**config.mk**
```make
export PLATFORM = sky130hd
export DESIGN_NAME = camera_frame_capture_decimator_unit
export DESIGN_NICKNAME = d
export VERILOG_FILES = /design/src/hw/rtl/cfcd_pkg.sv /design/src/hw/rtl/cfcd_core.sv /design/src/hw/rtl/camera_frame_capture_decimator_unit.sv
export SDC_FILE = /design/constraint.sdc
export NUM_CORES = 1
export LEC_CHECK = 0
export BUFFER_PORTS_ARGS = -buffer_cell sky130_fd_sc_hd__clkbuf_2
export CAP_MARGIN = 5
export CORE_ASPECT_RATIO = 0.5
export CORE_MARGIN = 1
export CORE_UTILIZATION = 60
export CTS_CLUSTER_DIAMETER = 120
export DETAILED_ROUTE_END_ITERATION = 7
export GPL_ROUTABILITY_DRIVEN = 0
export PLACE_DENSITY = 0.82
export SLEW_MARGIN = 20
export SYNTH_ARGS = -nofsm -noshare
export SYNTH_HDL_FRONTEND = slang
export SYNTH_SLANG_ARGS = --single-unit
```
**constraint.sdc**
```tcl
create_clock -name clk -period 7.9 [get_ports clk]
set_clock_uncertainty 0.2 [all_clocks]
set_input_delay 0.395 -clock clk [delete_from_list [all_inputs] [get_ports clk]]
set_output_delay 0.395 -clock clk [all_outputs]
set_load 0.1 [all_outputs]
```
**src/hw/rtl/cfcd_pkg.sv**
```systemverilog
// ============================================================================
// cfcd_pkg
// shared types and codes for the camera frame capture decimator
// ============================================================================
package cfcd_pkg;

    localparam logic [1:0] CMD_START      = 2'd0;
    localparam logic [1:0] CMD_LINE_END   = 2'd1;
    localparam logic [1:0] CMD_FRAME_SYNC = 2'd2;
    localparam logic [1:0] CMD_PIXEL      = 2'd3;

    typedef enum logic [2:0] {
        MODE_WAIT_START = 3'd0,
        MODE_STARTED    = 3'd1,
        MODE_CAPTURING  = 3'd2,
        MODE_READY      = 3'd3,
        MODE_ERROR      = 3'd4
    } mode_t;

    typedef struct packed {
        logic [1:0]  cmd;
        logic [31:0] pixel_word;
    } cfcd_in_t;

    typedef struct packed {
        logic        write_enable;
        logic [15:0] write_address;
        logic [15:0] write_data;
        logic        image_ready;
        logic        capture_error;
        logic [15:0] frames_done;
    } cfcd_out_t;

endpackage

```
**src/hw/rtl/cfcd_core.sv**
```systemverilog
// ============================================================================
// cfcd_core
// capture state registers, event decode and decimated write address
// ============================================================================
module cfcd_core
    import cfcd_pkg::*;
#(
    parameter int LINES_PER_FRAME = 240,
    parameter int WORDS_PER_LINE  = 160
)
(
    input  logic      clk,
    input  logic      rst_n,
    input  logic      fire,
    input  cfcd_in_t  item,
    output cfcd_out_t result
);

    localparam logic [9:0]  LPF_W     = 10'(LINES_PER_FRAME);
    localparam logic [7:0]  WPL_W     = 8'(WORDS_PER_LINE);
    localparam logic [15:0] FRAME_OFS = 16'((LINES_PER_FRAME / 2) * WORDS_PER_LINE);

    mode_t       mode_reg;
    mode_t       mode_next;
    logic [9:0]  line_reg;
    logic [9:0]  line_next;
    logic [7:0]  column_reg;
    logic [7:0]  column_next;
    logic        buffer_reg;
    logic        buffer_next;
    logic [15:0] frame_reg;
    logic [15:0] frame_next;

    logic [9:0]  line_inc;
    logic [7:0]  column_inc;
    logic        line_full;
    logic        pixel_write;
    logic [16:0] row_offset;
    logic [15:0] pixel_address;

    assign line_inc    = line_reg + 10'd1;
    assign line_full   = (line_inc >= LPF_W);
    assign column_inc  = column_reg + 8'd1;
    assign pixel_write = (item.cmd == CMD_PIXEL) && (mode_reg == MODE_CAPTURING)
                         && line_reg[0];
    assign row_offset  = 17'(line_reg[9:1]) * 17'(WPL_W);
    assign pixel_address = (buffer_reg ? FRAME_OFS : 16'd0) + row_offset[15:0]
                           + 16'(column_reg);

    // mode transitions
    always_comb
    begin
        mode_next = mode_reg;
        unique case (item.cmd)
            CMD_START:
            begin
                mode_next = MODE_STARTED;
            end
            CMD_LINE_END:
            begin
                if (mode_reg == MODE_CAPTURING && line_full)
                begin
                    mode_next = MODE_READY;
                end
            end
            CMD_FRAME_SYNC:
            begin
                unique case (mode_reg)
                    MODE_STARTED:   mode_next = MODE_CAPTURING;
                    MODE_CAPTURING: mode_next = MODE_ERROR;
                    MODE_ERROR:     mode_next = MODE_WAIT_START;
                    default:        mode_next = mode_reg;
                endcase
            end
            CMD_PIXEL:
            begin
                mode_next = mode_reg;
            end
        endcase
    end

    // counters, buffer select and result
    always_comb
    begin
        line_next   = line_reg;
        column_next = column_reg;
        buffer_next = buffer_reg;
        frame_next  = frame_reg;
        unique case (item.cmd)
            CMD_START:
            begin
                buffer_next = ~buffer_reg;
            end
            CMD_LINE_END:
            begin
                column_next = 8'd0;
                if (mode_reg == MODE_CAPTURING)
                begin
                    line_next = line_inc;
                    if (line_full)
                    begin
                        frame_next = frame_reg + 16'd1;
                    end
                end
            end
            CMD_FRAME_SYNC:
            begin
                column_next = 8'd0;
                if (mode_reg == MODE_STARTED)
                begin
                    line_next = 10'd0;
                end
                else if (mode_reg == MODE_ERROR)
                begin
                    line_next   = 10'd0;
                    buffer_next = 1'b0;
                    frame_next  = 16'd0;
                end
            end
            CMD_PIXEL:
            begin
                column_next = (column_inc >= WPL_W) ? 8'd0 : column_inc;
            end
        endcase

        result.write_enable  = pixel_write;
        result.write_address = pixel_write ? pixel_address : 16'd0;
        result.write_data    = pixel_write ? item.pixel_word[15:0] : 16'd0;
        result.image_ready   = (mode_next == MODE_READY);
        result.capture_error = (mode_next == MODE_ERROR);
        result.frames_done   = frame_next;
    end

    always_ff @(posedge clk or negedge rst_n)
    begin
        if (!rst_n)
        begin
            mode_reg   <= MODE_WAIT_START;
            line_reg   <= 10'd0;
            column_reg <= 8'd0;
            buffer_reg <= 1'b0;
            frame_reg  <= 16'd0;
        end
        else if (fire)
        begin
            mode_reg   <= mode_next;
            line_reg   <= line_next;
            column_reg <= column_next;
            buffer_reg <= buffer_next;
            frame_reg  <= frame_next;
        end
    end

endmodule

```
**src/hw/rtl/camera_frame_capture_decimator_unit.sv**
```systemverilog
// ============================================================================
// camera_frame_capture_decimator_unit
// camera capture controller with 2x decimation in both directions
// ============================================================================
// item channel: item_valid / item_ready with item (cmd, pixel_word), one
// event per transaction: start capture, line end, frame sync or pixel word.
// result channel: result_valid / result_ready with result, exactly one
// transaction per accepted item, in order: the frame memory write (enable,
// address, data) caused by the item, plus image ready, error and frame count
// as they stand after it.
// an accepted item is held in the input register, then passes through the
// decode and address logic into the result register, which drives the
// result channel.
// throughput: one item per cycle while the receiver does not stall; the
// capture state is updated as an item moves from input to result register.
// when the receiver stalls, the result register holds, the input register
// fills behind it and item_ready drops only once both are occupied.
// reset clears the capture state to wait-for-start, buffer 0, frame count 0,
// and empties both registers.
// ============================================================================
module camera_frame_capture_decimator_unit
    import cfcd_pkg::*;
#(
    parameter int LINES_PER_FRAME = 240,
    parameter int WORDS_PER_LINE  = 160
)
(
    input  logic      clk,
    input  logic      rst_n,
    input  logic      item_valid,
    output logic      item_ready,
    input  cfcd_in_t  item,
    output logic      result_valid,
    input  logic      result_ready,
    output cfcd_out_t result
);

    logic      item_valid_reg;
    cfcd_in_t  item_reg;
    logic      result_valid_reg;
    cfcd_out_t result_reg;
    cfcd_out_t result_next;
    logic      result_free;
    logic      stage_advance;

    assign result_free   = !result_valid_reg || result_ready;
    assign stage_advance = item_valid_reg && result_free;
    assign item_ready    = !item_valid_reg || result_free;

    cfcd_core #(
        .LINES_PER_FRAME (LINES_PER_FRAME),
        .WORDS_PER_LINE  (WORDS_PER_LINE)
    ) u_core (
        .clk    (clk),
        .rst_n  (rst_n),
        .fire   (stage_advance),
        .item   (item_reg),
        .result (result_next)
    );

    always_ff @(posedge clk or negedge rst_n)
    begin
        if (!rst_n)
        begin
            item_valid_reg   <= 1'b0;
            result_valid_reg <= 1'b0;
        end
        else
        begin
            if (item_ready)
            begin
                item_valid_reg <= item_valid;
            end
            if (result_free)
            begin
                result_valid_reg <= item_valid_reg;
            end
        end
    end

    always_ff @(posedge clk)
    begin
        if (item_ready && item_valid)
        begin
            item_reg <= item;
        end
        if (stage_advance)
        begin
            result_reg <= result_next;
        end
    end

    assign result_valid = result_valid_reg;
    assign result       = result_reg;

    // no address or data without a write
    a_quiet_when_no_write: assert property (@(posedge clk) disable iff (!rst_n)
        result_valid_reg && !result_reg.write_enable
        |-> result_reg.write_address == 16'd0 && result_reg.write_data == 16'd0)
        else $error("address or data driven without a write");

    // ready and error are exclusive modes
    a_ready_error_exclusive: assert property (@(posedge clk) disable iff (!rst_n)
        result_valid_reg |-> !(result_reg.image_ready && result_reg.capture_error))
        else $error("image ready and error flagged together");

    // a stalled input stage keeps its item
    a_input_stage_holds: assert property (@(posedge clk) disable iff (!rst_n)
        item_valid_reg && !stage_advance |=> item_valid_reg && $stable(item_reg))
        else $error("input stage lost a stalled item");

    // a write only happens on a pixel word
    a_write_on_pixel_only: assert property (@(posedge clk) disable iff (!rst_n)
        stage_advance && result_next.write_enable |-> item_reg.cmd == CMD_PIXEL)
        else $error("write issued for a non-pixel event");

endmodule

```
## Word level (Yosys, flattened, before mapping)

Cells that the tools add are included.

| storage, ports and cells | value |
|---|---|
| register bits | 109 |
| input port bits | 38 |
| output and inout bits | 53 |
| logic and storage cells | 71 |

| cells by class | value |
|---|---|
| add/sub/neg operators | 5 |
| multiply operators | 1 |
| magnitude comparators | 2 |
| eq/ne operators | 12 |
| mux-type cells | 18 |
| bitwise logic cells | 1 |
| reductions and logical operators | 17 |

Operator list:

| operator | number |
|---|---|
| 16-bit two-way mux | 4 |
| 16-bit one-hot mux with 2 select lines | 1 |
| 10-bit two-way mux | 3 |
| 10-bit one-hot mux with 2 select lines | 1 |
| 16-bit by 1-bit adder with 16-bit output, second input constant | 1 |
| 16-bit adder | 1 |
| 16-bit by 8-bit adder with 16-bit output | 1 |
| 8-bit one-hot mux with 2 select lines | 1 |
| 15-bit two-way mux | 1 |
| 3-bit one-hot mux with 4 select lines | 1 |
| 9-bit by 3-bit multiplier with 11-bit output, second input constant | 1 |
| 10-bit by 1-bit adder with 10-bit output, second input constant | 1 |
| 10-bit by 8-bit greater-or-equal comparator with 1-bit output, second input constant | 1 |
| 3-bit one-hot mux with 3 select lines | 1 |
| 8-bit by 1-bit adder with 8-bit output, second input constant | 1 |
| 8-bit greater-or-equal comparator, second input constant | 1 |
| 8-bit two-way mux | 1 |
| 4-bit AND reduction | 2 |
| 3-bit by 2-bit equality test with 1-bit output, second input constant | 2 |
| 3-bit equality test, second input constant | 2 |
| 2-bit nonzero test | 3 |
| 1-bit logical AND | 5 |
| 2-bit equality test, second input constant | 2 |
| 2-bit by 1-bit inequality test with 1-bit output, second input constant | 2 |
| 13 further kinds | 16 |

## Logic depth before layout (Yosys ltp)

| logic depth | value |
|---|---|
| depth in word-level cells | 6 |
| depth in mapped cells | 12 |
| mapped depth without buffers | 12 |

## Modules after synthesis

A second synthesis with hierarchy kept.

| unflattened totals | value |
|---|---|
| cell total of the unflattened synthesis | 577 |
| area total of the unflattened synthesis | 6490.0 µm² |

Modules (own cells, without submodules):

| module | times used | cells an instance | area each (µm²) | seq. area each (µm²) |
|---|---|---|---|---|
| cfcd_core | 1 | 484 | 3833.7 | 950.9 |
| camera_frame_capture_decimator_unit | 1 | 93 | 2656.3 | 2602.5 |

## Worst setup path before layout

OpenSTA, ideal clock, no wires.

| timing path | value |
|---|---|
| path type | reg-to-reg |
| start | register result_valid_reg (netlist: result_valid) |
| end | register u_core.line_reg[2] |
| setup time | 134 ps |
| arrival time | 3345 ps |
| data required time | 7566 ps |
| path slack | 4221 ps |
| stages on the path, launching flop included | 8 |
| path buffers | 1 |
| clock period less this slack | 3679 ps |
| path through | dfrtp_1 > nand2b_1 > nand2_1 > clkinv_1 > nand3_1 > or2_2 > clkbuf_1 > o21ai_0 |

| between the ends | value |
|---|---|
| cells in the longest elaborated chain, start to end | 4 |

RTL lines:

| what | RTL line | RTL |
|---|---|---|
| start: declaration | camera_frame_capture_decimator_unit.sv:40 | `logic result_valid_reg;` |
| start signal: assignment | camera_frame_capture_decimator_unit.sv:76 | `result_valid_reg <= item_valid_reg;` |
| 1-bit logical NOT | camera_frame_capture_decimator_unit.sv:46 | `assign result_free = !result_valid_reg \|\| result_ready;` |
| 1-bit logical OR | camera_frame_capture_decimator_unit.sv:46 |  |
| 1-bit logical AND | camera_frame_capture_decimator_unit.sv:47 | `assign stage_advance = item_valid_reg && result_free;` |
| net stage_advance | camera_frame_capture_decimator_unit.sv:44 | `logic stage_advance;` |
| 4-bit AND reduction (no line) | -- |  |
| end signal: assignment | cfcd_core.sv:147 | `line_reg <= line_next;` |
| end: declaration | cfcd_core.sv:25 | `logic [9:0] line_reg;` |

The timed path passes the listed nets, and every way through them passes these cells.
A chain may end at the register's enable or synchronous reset.

==> impl_metrics.csv <==
group,metric,value,unit
layout,fillers,627,
placed_design,hpwl,7300,um
layout,drive_gt1_frac,0.173,
detailed_routing,drt_wl_total,10800,um
critical_path,critPathMaxStageDelay,0.86,ns
critical_path,cp_common_cell,"nand3_1",
global_routing,grt_usage,0.234,
run_status,violations,"negative hold slack",
critical_path,worstSetupEndpointType,"flip-flop",
floorplan,ios,91,
synthesis,synth_top_area_cell,"edfxtp_1",
power_and_ir_drop,ir_drop,0.000145,V
critical_path,worstPathMaxFanout,21,
sta,finalCritPeriodShare,0.440,
detailed_routing,final_antenna_net_count,0,
synthesis,synth_edf_count,69,
global_routing,overflow,0,
global_routing,grt_max_degree,58,
detailed_routing,dr.first_iter.drc_count,227,
synthesis,seq_area_frac_synth,0.544,
detailed_routing,first_pass_iters,4,
floorplan,core.rowCount,24,
clock_tree,numCtsBuffers,9,
synthesis,synth_top_area_share,0.367,
sta,tightest_slew,0.994,ns
clock_tree,cts.sinks,109,
sta,max_slew_margin,0.335,
synthesis,ys_top_cells_by_area,"edfxtp_1 (37%), dfrtp_1 (18%), ha_1 (6.4%), nand2_1 (3.7%), o21ai_0 (3.2%)",
sta,min_period,3.47,ns
synthesis,ys_warn_count,0,
synthesis,synth_ff_type,"edfxtp_1",
synthesis,synth_nets,589,
layout,antennaDiodeCount,0,
run_status,status,"complete, but fails checks",
clock_tree,cts_setup_buffers,0,
clock_tree,insertion_delay,0.36,ns
synthesis,synth.ff_latch_count,109,
synthesis,synthTopCellsByCount,"edfxtp_1 (69), nand2_1 (56), dfrtp_1 (40), o21ai_0 (36)",
sta,setup_viol,0,
floorplan,die_h,70.6,um
min_path,holdCritPathClass,"in2async",
sta,whs,-0.0234,ns
clock_tree,cts_tree,"done",
synthesis,synthCells,520,
clock_tree,cts_hold_buffers,0,
clock_tree,clkTransAtPathRegs,0.08,ns
global_routing,grt_pass1_wl,18000,um
global_routing,antenna_found_initial,0,
layout,largest_register_ffs,51,
critical_path,cpMaxStageDelayCell,"a31oi_2",
synthesis,synthesis.area,5650,um2
global_routing,first_global_vias,3751,
sta,tns,0,ns
clock_tree,cts_resized,0,
critical_path,critPathKind,"reg2reg",
synthesis,syn_area_per_cell,10.9,um2
floorplan,die_w,139,um
clock_tree,root_buffer,"clkbuf_16",
detailed_routing,drc,0,
synthesis,yosysMostFrequentCell,"edfxtp_1",
critical_path,cp_top_family,"compound AO/OA/AOI/OAI gates",
detailed_routing,wire_per_inst,15.3,um
layout,area_delta_synth_final,13.4,%
critical_path,startpoint_type,"flip-flop",
floorplan,dieArea,9840,um2
sta,hold_viol_final,19,
detailed_routing,vias,4179,
layout,layout.nets,654,
detailed_routing,avgViaCountPerCell,5.91,
critical_path,worst_ep_arrival_time,3.38,ns
clock_tree,clockBufferDepth,2,
critical_path,path_buf_inv,0,
critical_path,worstPathRequired,7.80,ns
power_and_ir_drop,power-per-cell-area,242,nW/um2
placed_design,io_buffers,74,
sta,rsz0062_at_grt,"false",
power_and_ir_drop,p_leak,2.82,nW
sta,max_freq,0.288,GHz
synthesis,synth_cell_types,59,
floorplan,coreArea,8920,um2
synthesis,async_flop_share,0.367,
clock_tree,htree_levels,3,
critical_path,crit_path_cell_trace,"ha_1, nand3_1, xnor2_1, o2111ai_1, a31oi_2, nand3_1, and3_1, a211o_1",
flow_run,maxCapViolations,0,
floorplan,initial_core_util,0.634,
sta,drv_slew,0,
-- worst paths after layout --
path	cells after the start	from	to	slack [ns]
worst max-delay path	8	u_core.line_reg[1]$_DFFE_PN0P_	result[7]$_DFFE_PP_	4.43
worst min-delay path	1	rst_n	u_core.column_reg[1]$_DFFE_PN0P_	-0.02
worst max register to register	8	u_core.line_reg[1]$_DFFE_PN0P_	result[7]$_DFFE_PP_	4.43
worst min register to register	1	item_valid_reg$_DFFE_PN0N_	result_valid$_DFFE_PN0P_	0.29
max in group asynchronous	1	rst_n	u_core.frame_reg[10]$_DFFE_PN0P_	6.92
min in group clk	1	item[10]	item_reg[10]$_DFFE_PP_	0.01
-- cells by family after synthesis --
family	after synthesis	share of synthesized area
AND/OR/NAND/NOR	197	0.179
AO/OA/AOI/OAI	124	0.143
flip-flops	109	0.544
buffers and inverters	37	0.0270
adder cells (fa/ha/maj)	31	0.0713
XOR/XNOR	14	0.0217
multiplexers	8	0.0144
-- cells in the final DEF (no fill, tap or decap), types with 3 or more instances in the layout --
cell type,instances
clkbuf_16,9
a31oi_1,9
inv_1,15
clkbuf_2,73
nor2b_1,4
xor2_1,6
o31ai_1,11
nand3_1,27
a21o_1,5
o21a_1,4
and3_1,12
dfrtp_1,40
nand2b_1,10
and2_1,26
a211oi_1,3
xnor2_1,8
ha_1,29
nand2_1,56
or3_1,6
o311ai_0,3
a211o_1,6
o21bai_1,4
edfxtp_1,69
a21oi_1,24
mux2i_1,7
nor2_1,29
nand4_1,4
o21ai_0,36
nor3_1,11
-- cell type report --
cell class	instances	area, um2	area share
Multi-Input combinational cell	374	2430	0.379
Timing Repair Buffer	75	378	0.0589
Clock buffer	9	225	0.0351
Clock inverter	7	103	0.0160
Tap cell	117	146	0.0228
Sequential cell	109	3070	0.479
Inverter	16	60.1	0.00937
-- through the flow --
stage | cell area (um2) | power, W | cells | setup slack (ns) | utilization
6_report | 6410 | 0.00155 | 707 | 4.43 | 0.719
5_1_grt | 6410 | 0.00162 | 707 | 4.16 | 0.719
4_1_cts | 6410 | 0.00156 | 707 | 4.43 | 0.719
3_5_place_dp | 6080 | 0.00108 | 691 | 4.48 | 0.682
3_3_place_gp | 6080 | 0.00107 | 691 | 4.53 | 0.682
2_1_floorplan | 5650 | 0.00101 | 520 | 4.22 | -
-- per-layer routing --
metal	vias up	wire, um	part of all wire	global-route usage
met2	119	4900	0.45	0.370
met3	13	545	0.050	0.0535
met5	-	0	0	0
li1	2063	-	-	-
met1	1984	5250	0.49	0.326
met4	0	104	0.0096	0.0716
-- report_power, final --
| part | switching [W] | internal, W |
|---|---|---|
| clock network | 0.000222 | 0.000257 |
| logic | 0.000268 | 0.0000832 |
| registers | 0.0000548 | 0.000666 |
| total | 0.000545 | 0.00101 |
Power figures use the tool's default switching activity.
